<file path="src/hdl/vfc_pkg.sv">
`timescale 1ns / 1ps
// Shared types and constants of the voxel face-culling mesher.
// No dependencies; used by every module of the block.
package vfc_pkg;

    localparam logic [2:0] CLS_SOLID  = 3'd0;
    localparam logic [2:0] CLS_LEAVES = 3'd1;
    localparam logic [2:0] CLS_TRANSP = 3'd2;
    localparam logic [2:0] CLS_BILL   = 3'd3;
    localparam logic [2:0] CLS_LIQUID = 3'd4;

    localparam logic [1:0] MESH_MAIN  = 2'd0;
    localparam logic [1:0] MESH_WATER = 2'd1;
    localparam logic [1:0] MESH_BILL  = 2'd2;

    localparam logic [2:0] DIR_BOTTOM = 3'd4;
    localparam logic [2:0] DIR_TOP    = 3'd5;

    localparam int NSLOT     = 7;
    localparam int SLOT_BACK = 6;
    localparam int CNT_W     = 17;
    localparam logic [CNT_W-1:0] QUAD_VERTS = 17'd4;

    localparam int QDEPTH = 4;
    localparam int QAW    = $clog2(QDEPTH);

    typedef struct packed {
        logic [3:0]  vox_x;
        logic [3:0]  vox_y;
        logic [3:0]  vox_z;
        logic [15:0] block_id;
        logic [2:0]  self_class;
        logic [2:0]  north_class;
        logic [2:0]  south_class;
        logic [2:0]  west_class;
        logic [2:0]  east_class;
        logic [2:0]  below_class;
        logic [2:0]  above_class;
        logic        chunk_start;
    } t_vox_in;

    typedef struct packed {
        logic [1:0]       mesh_sel;
        logic [2:0]       face_dir;
        logic [3:0]       face_x;
        logic [3:0]       face_y;
        logic [3:0]       face_z;
        logic [15:0]      face_block;
        logic [CNT_W-1:0] base_vertex;
        logic             top_flag;
        logic             back_side;
        logic             last_face;
    } t_face_out;

    // Slots 0..4 are north..bottom, slot 5 the top face, slot 6 the back copy
    // of a liquid top. A billboard uses slots 0 and 1 for its two planes.
    typedef struct packed {
        logic [3:0]       x;
        logic [3:0]       y;
        logic [3:0]       z;
        logic [15:0]      block;
        logic [1:0]       mesh;
        logic [NSLOT-1:0] mask;
        logic             side_top;
        logic             chunk_start;
    } t_job;

    function automatic logic [2:0] norm_class(input logic [2:0] c);
        return (c > CLS_LIQUID) ? CLS_SOLID : c;
    endfunction

    function automatic logic see_through(input logic [2:0] c);
        return (c == CLS_LEAVES) || (c == CLS_TRANSP) || (c == CLS_BILL);
    endfunction

endpackage

</file>
<file path="src/hdl/vfc_front.sv">
`timescale 1ns / 1ps
// Front part: accepts voxels and turns each into a job with a visible-face mask.
// Depends on vfc_pkg.
module vfc_front (
    input  logic           i_clk,
    input  logic           i_rst_n,
    input  logic           i_in_valid,
    output logic           o_in_ready,
    input  vfc_pkg::t_vox_in i_in,
    input  logic           i_full,
    output logic           o_push,
    output vfc_pkg::t_job  o_job
);

    logic [2:0] self_c;
    logic [2:0] above_c;
    logic [2:0] nb [0:4];
    logic       liquid;
    logic [vfc_pkg::NSLOT-1:0] mask;

    assign o_in_ready = !i_full;
    assign o_push     = i_in_valid && !i_full;

    always_comb begin
        self_c  = vfc_pkg::norm_class(i_in.self_class);
        above_c = vfc_pkg::norm_class(i_in.above_class);
        nb[0]   = vfc_pkg::norm_class(i_in.north_class);
        nb[1]   = vfc_pkg::norm_class(i_in.south_class);
        nb[2]   = vfc_pkg::norm_class(i_in.west_class);
        nb[3]   = vfc_pkg::norm_class(i_in.east_class);
        nb[4]   = vfc_pkg::norm_class(i_in.below_class);
        liquid  = (self_c == vfc_pkg::CLS_LIQUID);
        mask    = '0;
        if (self_c == vfc_pkg::CLS_BILL) begin
            mask[0] = 1'b1;
            mask[1] = 1'b1;
        end else begin
            for (int d = 0; d < 5; d++) begin
                mask[d] = vfc_pkg::see_through(nb[d])
                          || ((nb[d] == vfc_pkg::CLS_LIQUID) && !liquid);
            end
            if (liquid) begin
                mask[5] = (above_c != vfc_pkg::CLS_LIQUID);
                mask[6] = (above_c != vfc_pkg::CLS_LIQUID);
            end else begin
                mask[5] = vfc_pkg::see_through(above_c) || (above_c == vfc_pkg::CLS_LIQUID);
            end
        end
        if (i_in.block_id == 16'd0) begin
            mask = '0;
        end

        o_job.x           = i_in.vox_x;
        o_job.y           = i_in.vox_y;
        o_job.z           = i_in.vox_z;
        o_job.block       = i_in.block_id;
        o_job.mesh        = (self_c == vfc_pkg::CLS_BILL) ? vfc_pkg::MESH_BILL
                          : liquid ? vfc_pkg::MESH_WATER : vfc_pkg::MESH_MAIN;
        o_job.mask        = mask;
        o_job.side_top    = liquid && (above_c == vfc_pkg::CLS_TRANSP);
        o_job.chunk_start = i_in.chunk_start;
    end

    // Empty voxels are still pushed so that their chunk start reaches the counters.
    ast_empty_no_faces: assert property (@(posedge i_clk) disable iff (!i_rst_n)
        (o_push && (i_in.block_id == 16'd0)) |-> (o_job.mask == '0))
        else $error("empty voxel produced faces");

    ast_bill_two_planes: assert property (@(posedge i_clk) disable iff (!i_rst_n)
        (o_push && (o_job.mesh == vfc_pkg::MESH_BILL)) |-> (o_job.mask[6:2] == '0))
        else $error("billboard job with non-plane faces");

    ast_top_pair: assert property (@(posedge i_clk) disable iff (!i_rst_n)
        (o_push && o_job.mask[6]) |-> (o_job.mask[5] && (o_job.mesh == vfc_pkg::MESH_WATER)))
        else $error("back top face without front top face");

endmodule

</file>
<file path="src/hdl/vfc_queue.sv">
`timescale 1ns / 1ps
// Short job queue between the front and back parts.
// Depends on vfc_pkg.
module vfc_queue (
    input  logic          i_clk,
    input  logic          i_rst_n,
    input  logic          i_push,
    input  vfc_pkg::t_job i_job,
    output logic          o_full,
    input  logic          i_pop,
    output logic          o_valid,
    output vfc_pkg::t_job o_head
);

    vfc_pkg::t_job            r_mem [0:vfc_pkg::QDEPTH-1];
    logic [vfc_pkg::QAW-1:0]  r_wr;
    logic [vfc_pkg::QAW-1:0]  r_rd;
    logic [vfc_pkg::QAW:0]    r_count;
    logic [vfc_pkg::QAW:0]    n_count;
    logic                     do_pop;

    assign o_full  = (r_count == (vfc_pkg::QAW+1)'(vfc_pkg::QDEPTH));
    assign o_valid = (r_count != '0);
    assign o_head  = r_mem[r_rd];
    assign do_pop  = i_pop && o_valid;

    always_comb begin
        n_count = r_count;
        if (i_push && !do_pop) begin
            n_count = r_count + 1'b1;
        end else if (!i_push && do_pop) begin
            n_count = r_count - 1'b1;
        end
    end

    always_ff @(posedge i_clk) begin
        if (i_push) begin
            r_mem[r_wr] <= i_job;
        end
    end

    always_ff @(posedge i_clk) begin
        if (!i_rst_n) begin
            r_wr    <= '0;
            r_rd    <= '0;
            r_count <= '0;
        end else begin
            if (i_push) begin
                r_wr <= r_wr + 1'b1;
            end
            if (do_pop) begin
                r_rd <= r_rd + 1'b1;
            end
            r_count <= n_count;
        end
    end

    ast_no_overflow: assert property (@(posedge i_clk) disable iff (!i_rst_n)
        !(i_push && o_full))
        else $error("push into a full queue");

    ast_count_range: assert property (@(posedge i_clk) disable iff (!i_rst_n)
        r_count <= (vfc_pkg::QAW+1)'(vfc_pkg::QDEPTH))
        else $error("queue count out of range");

    ast_ptr_track: assert property (@(posedge i_clk) disable iff (!i_rst_n)
        (r_wr - r_rd) == r_count[vfc_pkg::QAW-1:0])
        else $error("queue pointers disagree with count");

endmodule

</file>
<file path="src/hdl/vfc_back.sv">
`timescale 1ns / 1ps
// Back part: walks the face mask of the queue head, one face per cycle while the
// output is not stalled, and keeps the three vertex counters. Depends on vfc_pkg.
module vfc_back (
    input  logic               i_clk,
    input  logic               i_rst_n,
    input  logic               i_head_valid,
    input  vfc_pkg::t_job      i_head,
    output logic               o_pop,
    output logic               o_out_valid,
    input  logic               i_out_ready,
    output vfc_pkg::t_face_out o_out
);

    logic [vfc_pkg::NSLOT-1:0] r_done;
    logic [vfc_pkg::NSLOT-1:0] rem;
    logic [vfc_pkg::NSLOT-1:0] onehot;
    logic [2:0]                slot;
    logic                      step;
    logic                      emit;
    logic                      is_last;
    logic                      clr;
    logic [vfc_pkg::CNT_W-1:0] r_main_cnt, r_water_cnt, r_bill_cnt;
    logic [vfc_pkg::CNT_W-1:0] n_main_cnt, n_water_cnt, n_bill_cnt;
    logic [vfc_pkg::CNT_W-1:0] base;
    logic                      r_out_valid;
    vfc_pkg::t_face_out        r_out;
    vfc_pkg::t_face_out        n_out;

    assign rem     = i_head.mask & ~r_done;
    assign onehot  = rem & (~rem + 1'b1);
    assign is_last = ((rem & ~onehot) == '0);
    assign step    = i_head_valid && (!r_out_valid || i_out_ready);
    assign emit    = step && (rem != '0);
    assign o_pop   = step && is_last;
    assign clr     = i_head.chunk_start && (r_done == '0);

    always_comb begin
        slot = 3'd0;
        for (int i = 0; i < vfc_pkg::NSLOT; i++) begin
            if (onehot[i]) begin
                slot = 3'(i);
            end
        end
    end

    always_comb begin
        n_main_cnt  = clr ? '0 : r_main_cnt;
        n_water_cnt = clr ? '0 : r_water_cnt;
        n_bill_cnt  = clr ? '0 : r_bill_cnt;
        unique case (i_head.mesh)
            vfc_pkg::MESH_WATER: begin
                base        = n_water_cnt;
                n_water_cnt = n_water_cnt + vfc_pkg::QUAD_VERTS;
            end
            vfc_pkg::MESH_BILL: begin
                base       = n_bill_cnt;
                n_bill_cnt = n_bill_cnt + vfc_pkg::QUAD_VERTS;
            end
            default: begin
                base       = n_main_cnt;
                n_main_cnt = n_main_cnt + vfc_pkg::QUAD_VERTS;
            end
        endcase
        if (rem == '0) begin
            n_main_cnt  = clr ? '0 : r_main_cnt;
            n_water_cnt = clr ? '0 : r_water_cnt;
            n_bill_cnt  = clr ? '0 : r_bill_cnt;
        end
    end

    always_comb begin
        n_out.mesh_sel    = i_head.mesh;
        n_out.face_dir    = (slot >= vfc_pkg::DIR_TOP) ? vfc_pkg::DIR_TOP : slot;
        n_out.face_x      = i_head.x;
        n_out.face_y      = i_head.y;
        n_out.face_z      = i_head.z;
        n_out.face_block  = i_head.block;
        n_out.base_vertex = base;
        n_out.top_flag    = (i_head.mesh == vfc_pkg::MESH_WATER)
                            && ((slot >= vfc_pkg::DIR_TOP)
                                || ((slot < vfc_pkg::DIR_BOTTOM) && i_head.side_top));
        n_out.back_side   = (slot == 3'(vfc_pkg::SLOT_BACK));
        n_out.last_face   = is_last;
    end

    always_ff @(posedge i_clk) begin
        if (emit) begin
            r_out <= n_out;
        end
    end

    always_ff @(posedge i_clk) begin
        if (!i_rst_n) begin
            r_done      <= '0;
            r_out_valid <= 1'b0;
            r_main_cnt  <= '0;
            r_water_cnt <= '0;
            r_bill_cnt  <= '0;
        end else begin
            if (step) begin
                r_done      <= o_pop ? '0 : (r_done | onehot);
                r_main_cnt  <= n_main_cnt;
                r_water_cnt <= n_water_cnt;
                r_bill_cnt  <= n_bill_cnt;
            end
            if (emit) begin
                r_out_valid <= 1'b1;
            end else if (i_out_ready) begin
                r_out_valid <= 1'b0;
            end
        end
    end

    assign o_out_valid = r_out_valid;
    assign o_out       = r_out;

    ast_base_aligned: assert property (@(posedge i_clk) disable iff (!i_rst_n)
        r_out_valid |-> (r_out.base_vertex[1:0] == 2'b00))
        else $error("base vertex not quad aligned");

    ast_back_is_water_top: assert property (@(posedge i_clk) disable iff (!i_rst_n)
        (r_out_valid && r_out.back_side)
        |-> ((r_out.face_dir == vfc_pkg::DIR_TOP) && (r_out.mesh_sel == vfc_pkg::MESH_WATER)
             && r_out.last_face))
        else $error("back face record malformed");

    ast_done_subset: assert property (@(posedge i_clk) disable iff (!i_rst_n)
        i_head_valid |-> ((r_done & ~i_head.mask) == '0))
        else $error("done mask outside head mask");

    ast_emit_advances: assert property (@(posedge i_clk) disable iff (!i_rst_n)
        (emit && !o_pop) |=> (r_done != '0))
        else $error("face emitted without progress");

endmodule

</file>
<file path="src/hdl/voxel_face_cull_mesher_core.sv">
`timescale 1ns / 1ps
// The first record of a voxel passes the job queue and then the output register.
// One face record per cycle while the output is not stalled; a voxel holds the back part
// until its visible faces (one to seven) are out, an invisible voxel emits none.
// A four-entry job queue lets input acceptance run ahead of a stalled output.
// Reset clears the queue, the output register valid and all three vertex counters.
module voxel_face_cull_mesher_core (
    input  logic               i_clk,
    input  logic               i_rst_n,
    input  logic               i_in_valid,
    output logic               o_in_ready,
    input  vfc_pkg::t_vox_in   i_in,
    output logic               o_out_valid,
    input  logic               i_out_ready,
    output vfc_pkg::t_face_out o_out
);

    logic          push;
    logic          full;
    logic          pop;
    logic          head_valid;
    vfc_pkg::t_job job;
    vfc_pkg::t_job head;

    vfc_front u_front (
        .i_clk      (i_clk),
        .i_rst_n    (i_rst_n),
        .i_in_valid (i_in_valid),
        .o_in_ready (o_in_ready),
        .i_in       (i_in),
        .i_full     (full),
        .o_push     (push),
        .o_job      (job)
    );

    vfc_queue u_queue (
        .i_clk   (i_clk),
        .i_rst_n (i_rst_n),
        .i_push  (push),
        .i_job   (job),
        .o_full  (full),
        .i_pop   (pop),
        .o_valid (head_valid),
        .o_head  (head)
    );

    vfc_back u_back (
        .i_clk        (i_clk),
        .i_rst_n      (i_rst_n),
        .i_head_valid (head_valid),
        .i_head       (head),
        .o_pop        (pop),
        .o_out_valid  (o_out_valid),
        .i_out_ready  (i_out_ready),
        .o_out        (o_out)
    );

endmodule

</file>
<file path="config.mk">
export PLATFORM = sky130hd
export DESIGN_NAME = voxel_face_cull_mesher_core
export DESIGN_NICKNAME = d
export VERILOG_FILES = /design/src/hdl/vfc_pkg.sv /design/src/hdl/vfc_front.sv /design/src/hdl/vfc_queue.sv /design/src/hdl/vfc_back.sv /design/src/hdl/voxel_face_cull_mesher_core.sv
export SDC_FILE = /design/constraint.sdc
export NUM_CORES = 1
export LEC_CHECK = 0
export ABC_AREA = 0
export BUFFER_PORTS_ARGS = -buffer_cell sky130_fd_sc_hd__buf_4
export CORE_MARGIN = 4
export CORE_UTILIZATION = 64
export CTS_CLUSTER_SIZE = 12
export DETAILED_ROUTE_END_ITERATION = 12
export PLACE_DENSITY = 0.84
export SLEW_MARGIN = 40
export SYNTH_ARGS = -nofsm -noshare
export SYNTH_HDL_FRONTEND = slang
export SYNTH_SLANG_ARGS = --single-unit
</file>
<file path="constraint.sdc">
create_clock -name i_clk -period 7.4 [get_ports i_clk]
set_input_delay 0.74 -clock i_clk [delete_from_list [all_inputs] [get_ports i_clk]]
set_output_delay 0.74 -clock i_clk [all_outputs]
set_load 0.05 [all_outputs]
</file>
Word level (Yosys, flattened, before mapping)

Memories as Yosys holds them, arrays and structs flattened. A register that Yosys moved wholly into a read port is not among the register bits.
Cells that the tools add are included.

Memories kept: 1
Logic and storage cells: 163
Output and inout port bits: 55
RAM bits: 156
Input port bits: 54
Register bits: 119

Memories:

| name          | depth | width | rd ports | clocked after memory_dff | wr ports | RTL line        | RTL |
|---|---|---|---|---|---|---|---|
| u_queue.r_mem | 4     | 39    | 1        | 1                        | 1        | vfc_queue.sv:15 | `vfc_pkg::t_job r_mem [0:vfc_pkg::QDEPTH-1];` |

Muxes and demuxes: 39
Reduce and logical (&&, ||, !) cells: 50
Add/sub/neg operators: 8
Equal/unequal tests: 31
Bitwise gates (word level): 7
Order comparisons: 9

Operator list:

| cell                                                 | number |
|---|---|
| 2-to-1 mux 17 bit                                    | 9 |
| adder 17 x 3 -> 17 bit (second input constant)       | 3 |
| equality test 3 x 2 -> 1 bit (second input constant) | 13 |
| 2-to-1 mux 3 bit                                     | 12 |
| case mux 17 bit (2 select lines)                     | 1 |
| equality test 3 bit (second input constant)          | 9 |
| AND 7 bit                                            | 3 |
| > comparator 3 bit (second input constant)           | 7 |
| logical NOT 7 bit                                    | 3 |
| inverter 7 bit                                       | 3 |
| logical OR 1 bit                                     | 20 |
| equality test 3 x 1 -> 1 bit (second input constant) | 6 |
| logical AND 1 bit                                    | 16 |
| logical NOT 16 bit                                   | 1 |
| 2-to-1 mux 7 bit                                     | 2 |
| 2-to-1 mux 2 bit                                     | 6 |
| 2-to-1 mux 1 bit                                     | 8 |
| adder 7 x 1 -> 7 bit (second input constant)         | 1 |
| bitwise OR 7 bit                                     | 1 |
| nonzero test 7 bit                                   | 1 |
| logical NOT 1 bit                                    | 5 |
| 2-to-1 mux 5 bit                                     | 1 |
| adder 2 x 1 -> 2 bit (second input constant)         | 2 |
| nonzero test 2 bit                                   | 2 |
| 9 further kinds                                      | 9 |

Depth between registers and ports, before layout

Gate-level depths: netlist of run 1.

Word-level depth: 15
Gate-level depth with buffers: 15
Depth with buffers taken out: 12

Hierarchy

Synthesis of run 1 repeated with hierarchy kept, for this count alone.

Cells, all modules: 859
Area total of the unflattened synthesis: 12090.3 um^2

By module, submodules not included:

| module    | sequential area each (um^2) | instances | area an instance (um^2) | cells an instance |
|---|---|---|---|---|
| vfc_queue | 4864.7                      | 1         | 6078.3                  | 246 |
| vfc_back  | 2772.7                      | 1         | 5491.5                  | 540 |
| vfc_front | 0.0                         | 1         | 520.5                   | 73 |

Least setup slack after synthesis of run 1

No wires, ideal clock.

Kind: reg2reg
From: reg (tool-made name)
To: reg u_queue.r_count[2] (netlist name)
Clock period less this slack: 3.105 ns
Path buffers: 1
Data required time: 7.330 ns
Setup time: 0.070 ns
Data arrival time: 3.035 ns
Slack: 4.295 ns
Cell stages (with the launch flop): 14
Cells stage by stage: dfxtp_1 > buf_6 > or2_2 > o22a_1 > maj3_1 > a221oi_4 > nor4_2 > inv_1 > ha_1 > inv_1 > fa_1 > xor2_1 > or3_1 > a21oi_1

RTL lines:

| item                 | RTL line        | RTL |
|---|---|---|
| to (signal assigned) | vfc_queue.sv:54 | `r_count <= n_count;` |
| to (decl)            | vfc_queue.sv:18 | `logic [vfc_pkg::QAW:0] r_count;` |

==> results.md, run 1 <==
* Period utilization at 0.581
* Num Clock Sinks at 277
* Worst-path cell chain: buf_4 > mux2i_1 > o22ai_1 > nor3_4 > a31oi_1 > nor4_2 > inv_1 > ha_1 > inv_1 > fa_1 > xor2_1 > or3_1 > a21oi_1
* Num CTS Buffers at 29
* Vias per inst at 6.49
* Largest net degree at the start of global routing at 65
* Top cells by area, synth: edfxtp_1 54%, dfxtp_1 12%, mux4_2 6.4%
* Layout cells sized above 1 at 0.243
* Final ANT Viol Nets at 0
* Layout area overhead at 16.0%
* DRT iter0 DRCs at 738
* Residual DRC count at 0
* Cell family with most CP delay: simple AND/OR/NAND/NOR gates
* Postcts setup bufs at 0
* Reg2Reg Depth at 13
* Final Non-Filler Cells at 1,183
* Crit end category: register
* Slew headroom at 0.447
* DIE AREA at 20,500 um2
* Overflow after GRT at 0
* Vias in the first global route at 7,553
* Nets@finish at 998
* Routed len/inst at 22.3 um
* PostCTS Resize Cnt at 0
* CTS tree: yes
* Largest area contributor in the netlist: edfxtp_1
* Yosys reg bits at 277
* Syn_nets at 897
* RSZ-0062 raised after global routing: false
* Fill count at 1,042
* Antenna violations before repair at 0
* Max clock buf depth at 3
* Register-to-register setup slack at 3.10 ns
* Slowest Stage Delay on Critical Path at 0.67 ns
* Distinct cells, synth at 74
* Core Area at 18,000 um2
* Leak at 4.59 nW
* Share of the synthesized area in the top cell type at 0.537
* Setup Viol. Count Final at 0
* Met1 global-route usage at 0.334
* Min-Delay Path Class: input pin to register
* Reg2reg end: u_queue.r_count[2]
* Ant diodes at 0
* Cell depth of the worst hold path at 1
* Max cap viols at 0
* Post-synth EDFFs at 209
* Status: finished, final reports clean
* Synthesized area per cell at 14.1 um2
* Peak Freq at 0.233 GHz
* Worst slew pin tran at 0.829 ns
* Vias post-DR at 7,680
* YS warnings at 0
* Final wirelength at 26.4 mm
* Crit path DAT at 4.74 ns
* Critical Path Fanout Max at 24
* Register area share after synthesis at 0.653
* CP Launch Type: register
* Cells after Synth at 830
* Setup TNS at 0 ns
* Gr usage total at 0.258
* CP most frequent cell: inv_1
* Slowest stage cell, crit path: dfxtp_2
* Post-Syn Area at 11,700 um2
* Initial core utilization at 0.651
* First-pass GRT wire length at 41.0 mm
* Die span in y at 143 um
* Placed insts at 1,129
* Die W at 143 um
* Final Power at 0.00569 W
* Hold path endpoint: u_queue.r_mem[3][36]
* Detailed placement HPWL at 16.0 mm
* Synth Flop Type: edfxtp_1
* Worst vdd ir at 0.402 mV
* Worst-Skew Late Latency at 0.54 ns
* Ys async rst share at 0
* Num rows at 49
* Hold_sp: i_in[47]
* # IOs at 109
* Crit Path Category: register to register
* Clock period minus worst slack at 4.30 ns
* Met2 usage at 0.445
* Drt pass-1 iters at 5
* Max Slew Vio Count at 0
* RD Place Congestion at 0.834
* Clk root buf: clkbuf_16
* CP Depth at 13
* Fin Clk Skew at 0.0156 ns
* CTS Hold Bufs at 0
* Pwr Density at 420 nW/um2
* Top Usage Layer GRT: met2
* I/O Buffers at 108
* # H-tree levels at 1
* Final Hold Viols at 0
* CP bufs+invs at 3
* CTS clk-pin slew, worst paths at 0.06 ns
* Worst path required time at 7.84 ns
* Grt met3 use at 0.0392
-- report_power, final --
part	internal, W	total, W	switching [W]
sequential	0.00208	0.00220	0.000124
clock	0.000810	0.00138	0.000567
combinational	0.000560	0.00211	0.00155
total	0.00345	0.00569	0.00225
-- area by class of cell --
class	count	area (um2)	share of cell area
clock buffer	50	886	0.0653
multi-input combinational	493	3800	0.280
clock inverter	4	28.8	0.00212
timing repair buffer	114	863	0.0636
tap	229	287	0.0211
sequential	277	7640	0.563
inverter	16	61.3	0.00452
-- Yosys cell counts (8+ instances only) --
master and instances:
mux2i_1 13, nand2_1 59, dfxtp_1 68, ha_1 12, edfxtp_1 209, nor2_1 70, nand3_1 26, nand4_1 9
mux4_2 33, clkbuf_1 21, a21oi_1 61, or2_2 9, and2_1 11, or4_1 11, a21o_1 9, and3_1 15
inv_1 14, buf_2 10, a22oi_1 16, xor2_1 8, o211ai_1 15
-- sequential cells by signal (all words and copies together) (netlist names), named ones only --
signal	cells
u_back.o_out	53
u_back.o_out_valid	1
u_back.r_bill_cnt	17
u_back.r_done	7
u_back.r_main_cnt	17
u_back.r_water_cnt	17
u_queue.r_count	3
u_queue.r_mem	156
u_queue.r_rd	2
u_queue.r_wr	2
-- per-stage QoR --
step	utilization	setup WS [ns]	instance area [um2]	hold WS (ns)
after floorplan	-	4.29	11700	0.445
after global placement	0.703	3.49	12600	0.466
after detailed placement	0.704	3.34	12700	0.468
after CTS	0.755	3.14	13600	0.388
after global routing	0.755	2.82	13600	0.394
final	0.755	3.10	13600	0.408
-- metal layers --
layer | share of wire | up-vias
met1 | 0.38 | 3768
met5 | 0 | -
met4 | 0.039 | 0
met2 | 0.51 | 409
met3 | 0.074 | 68
li1 | - | 3435
-- cell families (layout without fill, tap and decap cells) --
kind of cell | after synthesis | count (layout) | synth area share
AO/OA/AOI/OAI | 163 | 163 | 0.106
XOR/XNOR | 12 | 12 | 0.00899
adder cells (fa/ha/maj) | 14 | 14 | 0.0154
buffers and inverters | 60 | 184 | 0.0235
AND/OR/NAND/NOR | 254 | 254 | 0.112
flip-flops | 277 | 277 | 0.653
multiplexers | 50 | 50 | 0.0811
-- how the worst max path moves through the flow --
stage                  start                 end
finish              register  u_queue.r_count[2]
global route        register  u_queue.r_count[2]
floorplan           register  u_queue.r_count[2]
CTS                 register  u_queue.r_count[2]
global placement    register  u_queue.r_count[2]
detailed placement  register  u_queue.r_count[2]
-- placed cells by master, fill, tap and decap left out, drive strengths merged, types with 12 or more instances in the layout --
master,count
nand2,61
and3,16
clkbuf,50
mux4,35
buf,114
dfxtp,68
a22oi,16
nor2,70
edfxtp,209
mux2i,13
a21oi,61
nand3,28
o211ai,15
ha,12
inv,17
Note: power is estimated with default switching activity, not from simulation.
==> run 2, diff against run 1 <==
--- a/config.mk
+++ b/config.mk
@@ -5,13 +5,13 @@
 export SDC_FILE = /design/constraint.sdc
 export NUM_CORES = 1
 export LEC_CHECK = 0
-export ABC_AREA = 0
+export ABC_AREA = 1
 export BUFFER_PORTS_ARGS = -buffer_cell sky130_fd_sc_hd__buf_4
 export CORE_MARGIN = 4
-export CORE_UTILIZATION = 64
+export CORE_UTILIZATION = 54
 export CTS_CLUSTER_SIZE = 12
 export DETAILED_ROUTE_END_ITERATION = 12
-export PLACE_DENSITY = 0.84
+export PLACE_DENSITY = 0.75
 export SLEW_MARGIN = 40
 export SYNTH_ARGS = -nofsm -noshare
 export SYNTH_HDL_FRONTEND = slang
==> constraint.sdc (replaced) <==
create_clock -name i_clk -period 3.47 [get_ports i_clk]
set_input_delay 0.347 -clock i_clk [delete_from_list [all_inputs] [get_ports i_clk]]
set_output_delay 0.347 -clock i_clk [all_outputs]
set_load 0.05 [all_outputs]
==> run 2 against run 1 <==
Against the previous run:
- die area is 21% higher
- highest routed layer unchanged
- global-route usage is 4.0 points lower
- cell area is 4.5% higher
- largest cell class unchanged
==> results.md, run 2 <==
* Status: finished, final reports clean
* Compound-gate portion of the synthesized area at 0.0960 (-0.00971)
* Register name with the most flops: u_queue.r_mem
* Detailed placement HPWL at 16.7 mm (+4.4%)
* # H-tree levels at 1 (unchanged)
* DIE AREA at 24,700 um2 (+21%)
* Cells after Synth at 1,186 (+43%)
* # IOs at 109 (unchanged)
* Overflow after GRT at 0 (unchanged)
* Distinct cells, synth at 51 (-31%)
* Largest area contributor in the netlist: edfxtp_1
* Largest net degree at the start of global routing at 61 (-6.2%)
* Peak Freq at 0.345 GHz (+48%)
* Synth Flop Type: edfxtp_1
* Combinational Power Share at 0.322 (-0.049)
* YS warnings at 0 (unchanged)
* Max reg flops at 156 (unchanged)
* Main combinational cell family by area after synthesis: simple AND/OR/NAND/NOR gates
* Worst-Skew Late Latency at 0.55 ns (about the same)
* Switch share at 0.367 (-0.0272)
* Clk root buf: clkbuf_16
* Reg2Reg Depth at 11 (-2)
* Register-to-register setup slack at 0.57 ns (-2.53 ns)
* Residual DRC count at 0 (unchanged)
* Final wirelength at 26.8 mm (+1.4%)
* Nets@finish at 1,373 (+38%)
* Gr usage total at 0.218 (-0.0403)
* Hold_ws at 0.0103 ns (-0.397 ns)
* Ant diodes at 0 (unchanged)
* Drt pass-1 iters at 5 (unchanged)
* Layout area overhead at 18.0%
* Most common cell in the netlist: edfxtp_1
* Internal power at 0.00698 W (+100%)
* Postcts setup bufs at 0 (unchanged)
* Finished Cell Area at 14,200 um2 (+4.5%)
* Pwr Density at 778 nW/um2 (+85%)
* Worst path required time at 3.91 ns (-3.93 ns)
* Layout cells sized above 1 at 0.165 (-0.0784)
* Initial core utilization at 0.551 (-0.100)
* Worst slew pin tran at 0.680 ns (-0.149 ns)
* Num CTS Buffers at 29 (unchanged)
* Core Area at 21,800 um2 (+21%)
* Die W at 157 um (+9.8%)
* Vias per inst at 5.46 (-16%)
* Leak at 5.49 nW (+19%)
* RD Place Congestion at 0.937 (+12%)
* Commonest cells after routing, fill and taps aside: 209 x edfxtp_1, 197 x nand2_1, 175 x nor2_1, 127 x buf_4, 111 x inv_1
* I/O Buffers at 108 (unchanged)
* Sequential share of power at 0.406 (+0.019)
* Slew headroom at 0.542 (+0.0950)
* Setup Viol. Count Final at 0 (unchanged)
* Post-synthesis adder-cell area fraction at 0.0142 (-0.00125)
* Crit end category: register
* CTS clk-pin slew, worst paths at 0.06 ns (about the same)
* Cell family with most CP delay: simple AND/OR/NAND/NOR gates
* Slowest stage cell, crit path: buf_4
* Max Slew Vio Count at 0 (unchanged)
* Min-Delay Path Class: input pin to register
* Ys async rst share at 0 (unchanged)
* Num Clock Sinks at 277 (unchanged)
* PostCTS Resize Cnt at 0 (unchanged)
* Max clock buf depth at 3 (unchanged)
* Top cells by area, synth: edfxtp_1 52%, dfxtp_1 11%, nand2_1 6.2%
* P_sw at 0.00405 W (+80%)
* Placement Cell Area at 13,100 um2 (+3.8%)
* RSZ-0062 raised after global routing: false
* Cell depth of the worst hold path at 1 (unchanged)
* Max cap viols at 0 (unchanged)
* Period utilization at 0.835 (+0.254)
* DRT iter0 DRCs at 922 (+25%)
* Slowest Stage Delay on Critical Path at 0.50 ns (-0.17 ns)
* Num rows at 54 (+10%)
* CP bufs+invs at 1 (-2)
* Final ANT Viol Nets at 0 (unchanged)
* Crit path DAT at 3.34 ns (-1.40 ns)
* CP Depth at 11 (-2)
* Register area share after synthesis at 0.636 (-0.0175)
* Synth cell count leaders: 209 x edfxtp_1, 197 x nand2_1, 179 x nor2_1
* Critical Path Fanout Max at 60 (+150%)
* Vias post-DR at 8,788 (+14%)
* CP Launch Type: register
* Yosys reg bits at 277 (unchanged)
* Worst-path cell chain: buf_4 > nand2_1 > a32oi_1 > ha_1 > nand4_1 > nor3_1 > nand3_4 > nor2_1 > nand3_1 > nand2_1 > nor2_1
* Setup TNS at 0 ns (unchanged)
* Post-synthesis simple-gate area fraction at 0.189 (+0.0773)
* Fin Clk Skew at 0.0124 ns (-0.00322 ns)
* Final Hold Viols at 0 (unchanged)
* Antenna violations before repair at 0 (unchanged)
* Share of the synthesized area in the top cell type at 0.522 (-0.0144)
* Mux contribution to synthesized area at 0 (-0.0811)
* Clk pwr share at 0.272 (+0.030)
* XOR/XNOR Fraction of Synth Area at 0.00364 (-0.00534)
* Synthesized area per cell at 10.1 um2 (-28%)
* Final core occ at 0.650 (-0.106)
* Commonest non-fill, non-tap cell in the layout: edfxtp_1
* Post-synth EDFFs at 209 (unchanged)
* Vias in the first global route at 8,617 (+14%)
* Post-Syn Area at 12,000 um2 (+2.8%)
* Worst vdd ir at 0.537 mV (+33%)
* Routed len/inst at 16.7 um (-25%)
* Syn_nets at 1,253 (+40%)
* Crit Path Category: register to register
* CTS tree: yes
* First-pass GRT wire length at 43.4 mm (+5.8%)
* Die span in y at 157 um (+9.8%)
* Clock period minus worst slack at 2.90 ns (-1.40 ns)
run 2: worst register-to-register path, stage by stage (launching register included):
cell	delay, ns
dfxtp_2	0.36
buf_4	0.50
nand2_1	0.15
a32oi_1	0.34
ha_1	0.45
nand4_1	0.15
nor3_1	0.31
nand3_4	0.14
nor2_1	0.20
nand3_1	0.09
nand2_1	0.06
nor2_1	0.04
run 2: kinds of logic after synthesis:
family | count (synthesis)
compound gates | 203
xor+xnor | 5
fa+ha+maj | 13
buf+inv | 174
flops | 277
simple gates | 514
run 2: power groups by stage:
stage               Clock (W)  Combinational, W  Sequential (W)
floorplan                   0           0.00135         0.00561
global placement            0           0.00350         0.00453
detailed placement          0           0.00355         0.00454
CTS                   0.00304           0.00357         0.00448
global route          0.00320           0.00380         0.00452
finish                0.00301           0.00355         0.00448
run 2: per-stage QoR:
| step | setup WS, ns | power [W] | instances |
|---|---|---|---|
| 3_3_place_gp | 0.668 | 0.00803 | 1543 |
| 4_1_cts | 0.605 | 0.0111 | 1609 |
| 6_report | 0.572 | 0.0110 | 1609 |
| 5_1_grt | 0.292 | 0.0115 | 1609 |
| 3_5_place_dp | 0.596 | 0.00809 | 1543 |
| 2_1_floorplan | 0.190 | 0.00696 | 1186 |
run 2: metal layers:
metal,part of all wire,GRT usage,up-vias
li1,-,-,4297
met1,0.42,0.288,4134
met2,0.49,0.375,308
met3,0.062,0.0311,49
met4,0.026,0.0680,0
met5,0,0,-
run 2: path summary, 6_finish.rpt:
check                             from                    end
hold reg to reg   u_back.r_main_cnt[0]   u_back.r_main_cnt[0]
setup / recovery              register  u_back.r_bill_cnt[15]
hold / removal                i_in[32]   u_queue.r_mem[2][21]
setup reg to reg              register  u_back.r_bill_cnt[15]
run 2: final cells by class:
cell class,instances,area (um2)
fillers,1687,7640
flip-flops and latches,277,7640
multi-input cells,735,3680
repair buffers,142,1130
clock buffers,48,837
inverters,121,457
well taps,280,350
clock inverters,6,83.8
run 2: repair_timing:
action                                  in CTS  in global routing
hold buffers                                12                  0
endpoints found under the hold margin       40                  0
endpoints found under the setup margin       0                  0
==> run 3, diff against run 2 <==
--- a/config.mk
+++ b/config.mk
@@ -8,10 +8,10 @@
 export ABC_AREA = 1
 export BUFFER_PORTS_ARGS = -buffer_cell sky130_fd_sc_hd__buf_4
 export CORE_MARGIN = 4
-export CORE_UTILIZATION = 54
+export CORE_UTILIZATION = 59
 export CTS_CLUSTER_SIZE = 12
 export DETAILED_ROUTE_END_ITERATION = 12
-export PLACE_DENSITY = 0.75
+export PLACE_DENSITY = 0.78
 export SLEW_MARGIN = 40
 export SYNTH_ARGS = -nofsm -noshare
 export SYNTH_HDL_FRONTEND = slang
==> constraint.sdc (replaced) <==
create_clock -name i_clk -period 2.9 [get_ports i_clk]
set_input_delay 0.29 -clock i_clk [delete_from_list [all_inputs] [get_ports i_clk]]
set_output_delay 0.29 -clock i_clk [all_outputs]
set_load 0.05 [all_outputs]
==> run 3 against run 2 <==
Against the previous run:
- cell count increased by 0.75%
- via count increased by 2.7%
- flip-flop and latch count unchanged
- combinational power grew 23%
- non-clock buffer count grew 26
- clock power is 13% higher
==> results.md, run 3 (synthesized netlist as in run 2, its figures left out) <==
* Routed len/inst at 17.0 um (+1.8%)
* Vias per inst at 5.57 (+2.0%)
* Overflow after GRT at 0 (unchanged)
* Combinational Power Share at 0.332 (+0.010)
* Hold_ws at 0.0847 ns (+0.0744 ns)
* Drt pass-1 iters at 7 (+2)
* Worst path required time at 3.32 ns (-0.59 ns)
* Largest net degree at the start of global routing at 43 (-30%)
* Layout cells sized above 1 at 0.170 (+0.00569)
* Clk pwr share at 0.260 (-0.012)
* CTS clk-pin slew, worst paths at 0.06 ns (about the same)
* Pwr Density at 913 nW/um2 (+17%)
* Worst slew pin tran at 0.625 ns (-0.0557 ns)
* Commonest non-fill, non-tap cell in the layout: edfxtp_1
* Crit path DAT at 3.08 ns (-0.26 ns)
* CTS tree: yes
* Antenna violations before repair at 1 (+1)
* Critical Path Fanout Max at 21 (-65%)
* CP Launch Type: register
* Clk root buf: clkbuf_16
* Setup ws final at 0.240 ns (-0.332 ns)
* Status: finished, final reports clean
* Clock period minus worst slack at 2.66 ns (-0.238 ns)
* Final wirelength at 27.5 mm (+2.6%)
* Initial core utilization at 0.609 (+0.0588)
* Num Clock Sinks at 277 (unchanged)
* P_sw at 0.00487 W (+20%)
* Num rows at 51 (-5.6%)
* Num CTS Buffers at 29 (unchanged)
* Setup TNS at 0 ns (unchanged)
* I/O Buffers at 108 (unchanged)
* Max reg flops at 156 (unchanged)
* Period utilization at 0.917 (+0.0820)
* Commonest cells after routing, fill and taps aside: 209 x edfxtp_1, 196 x nand2_1, 175 x nor2_1, 136 x buf_4, 111 x inv_1
* Finished Cell Area at 14,400 um2 (+1.4%)
* Max Slew Vio Count at 0 (unchanged)
* Die W at 151 um (-4.1%)
* Setup Viol. Count Final at 0 (unchanged)
* # IOs at 109 (unchanged)
* Slew headroom at 0.580 (+0.0374)
* Vias in the first global route at 9,035 (+4.9%)
* RD Place Congestion at 0.931 (-0.60%)
* Max cap viols at 0 (unchanged)
* Gr usage total at 0.245 (+0.0276)
* Sequential share of power at 0.409 (+0.003)
* Dpl ws at 0.0829 ns (-0.513 ns)
* Final Power at 0.0131 W (+19%)
* Internal power at 0.00826 W (+18%)
* Die span in y at 151 um (-4.1%)
* Detailed placement HPWL at 17.1 mm (+2.4%)
* DRT iter0 DRCs at 883 (-4.2%)
* Max clock buf depth at 3 (unchanged)
* # H-tree levels at 1 (unchanged)
* Final ANT Viol Nets at 0 (unchanged)
* Peak Freq at 0.376 GHz (+9.0%)
* Placement Cell Area at 13,200 um2 (+0.22%)
* Fin Clk Skew at 0.0212 ns (+0.00883 ns)
* Layout area overhead at 19.6%
* Register name with the most flops: u_queue.r_mem
* Nets@finish at 1,399 (+1.9%)
* Hold_sp: i_in[1]
* Switch share at 0.371 (+0.00362)
* DIE AREA at 22,700 um2 (-8.1%)
* Crit end category: register
* Worst vdd ir at 0.599 mV (+12%)
* Worst-Skew Late Latency at 0.54 ns (about the same)
* Crit Path Category: register to register
* Core Area at 19,700 um2 (-9.6%)
* Fill count at 1,353 (-20%)
* Leak at 5.58 nW (+1.8%)
* First-pass GRT wire length at 44.4 mm (+2.4%)
* Final Hold Viols at 0 (unchanged)
* Vias post-DR at 9,027 (+2.7%)
* Residual DRC count at 0 (unchanged)
* Min-Delay Path Class: input pin to register
## run 3: power groups by stage
| stage | clock [W] | combinational, W | sequential [W] |
|---|---|---|---|
| 5_1_grt | 0.00363 | 0.00464 | 0.00542 |
| 6_report | 0.00341 | 0.00435 | 0.00536 |
| 3_3_place_gp | 0 | 0.00421 | 0.00542 |
| 2_1_floorplan | 0 | 0.00161 | 0.00672 |
| 4_1_cts | 0.00345 | 0.00433 | 0.00536 |
| 3_5_place_dp | 0 | 0.00427 | 0.00543 |
## run 3: worst paths after layout
path	endpoint	slack [ns]	cells after the start
max	u_queue.r_count[2]	0.24	16
max reg2reg	u_queue.r_count[2]	0.24	16
min reg2reg	u_back.r_water_cnt[0]	0.47	2
min	u_queue.r_mem[3][1]	0.08	2
## run 3: critical path: stages, from the launching register on
cell and delay (ns):
dfxtp_4 0.39, inv_6 0.15, nand2_1 0.07, nand3_1 0.09
nand3b_1 0.18, nor2_1 0.21, nor2_1 0.07, nor2_1 0.08
nor2_1 0.05, nand4_1 0.10, ha_1 0.16, inv_1 0.07
fa_1 0.41, a21oi_2 0.15, o21ai_1 0.10, o21ai_1 0.19
a21oi_1 0.06
## run 3: final cells by class
cell class | instances | area (um2) | area share
sequential | 277 | 7640 | 0.532
antenna | 1 | 2.50 | 0.000174
clock buffer | 44 | 802 | 0.0558
inverter | 121 | 465 | 0.0324
clock inverter | 10 | 72.6 | 0.00505
timing repair buffer | 168 | 1370 | 0.0954
multi-input combinational | 735 | 3690 | 0.257
tap | 265 | 332 | 0.0231
## run 3: routing by layer
metal	vias to the layer above	global-route usage	wire length (um)
met3	51	0.0367	1860
met5	-	0	0
li1	4354	-	-
met2	355	0.423	13900
met1	4267	0.325	11200
met4	0	0.0721	546
## run 3: what timing repair did
item / 4_1_cts / 5_1_grt
setup endpoints to repair: 1 / 13
buffers inserted: 0 / 1
hold buffers: 29 / 0
gates resized for setup: 1 / 12
pin swaps: 0 / 1
endpoints found under the hold margin: 116 / 0
## run 3: per-stage QoR
step,util,std cells
after floorplan,-,1186
after global placement,0.667,1536
after detailed placement,0.667,1536
after CTS,0.727,1619
after global routing,0.729,1621
final,0.729,1621
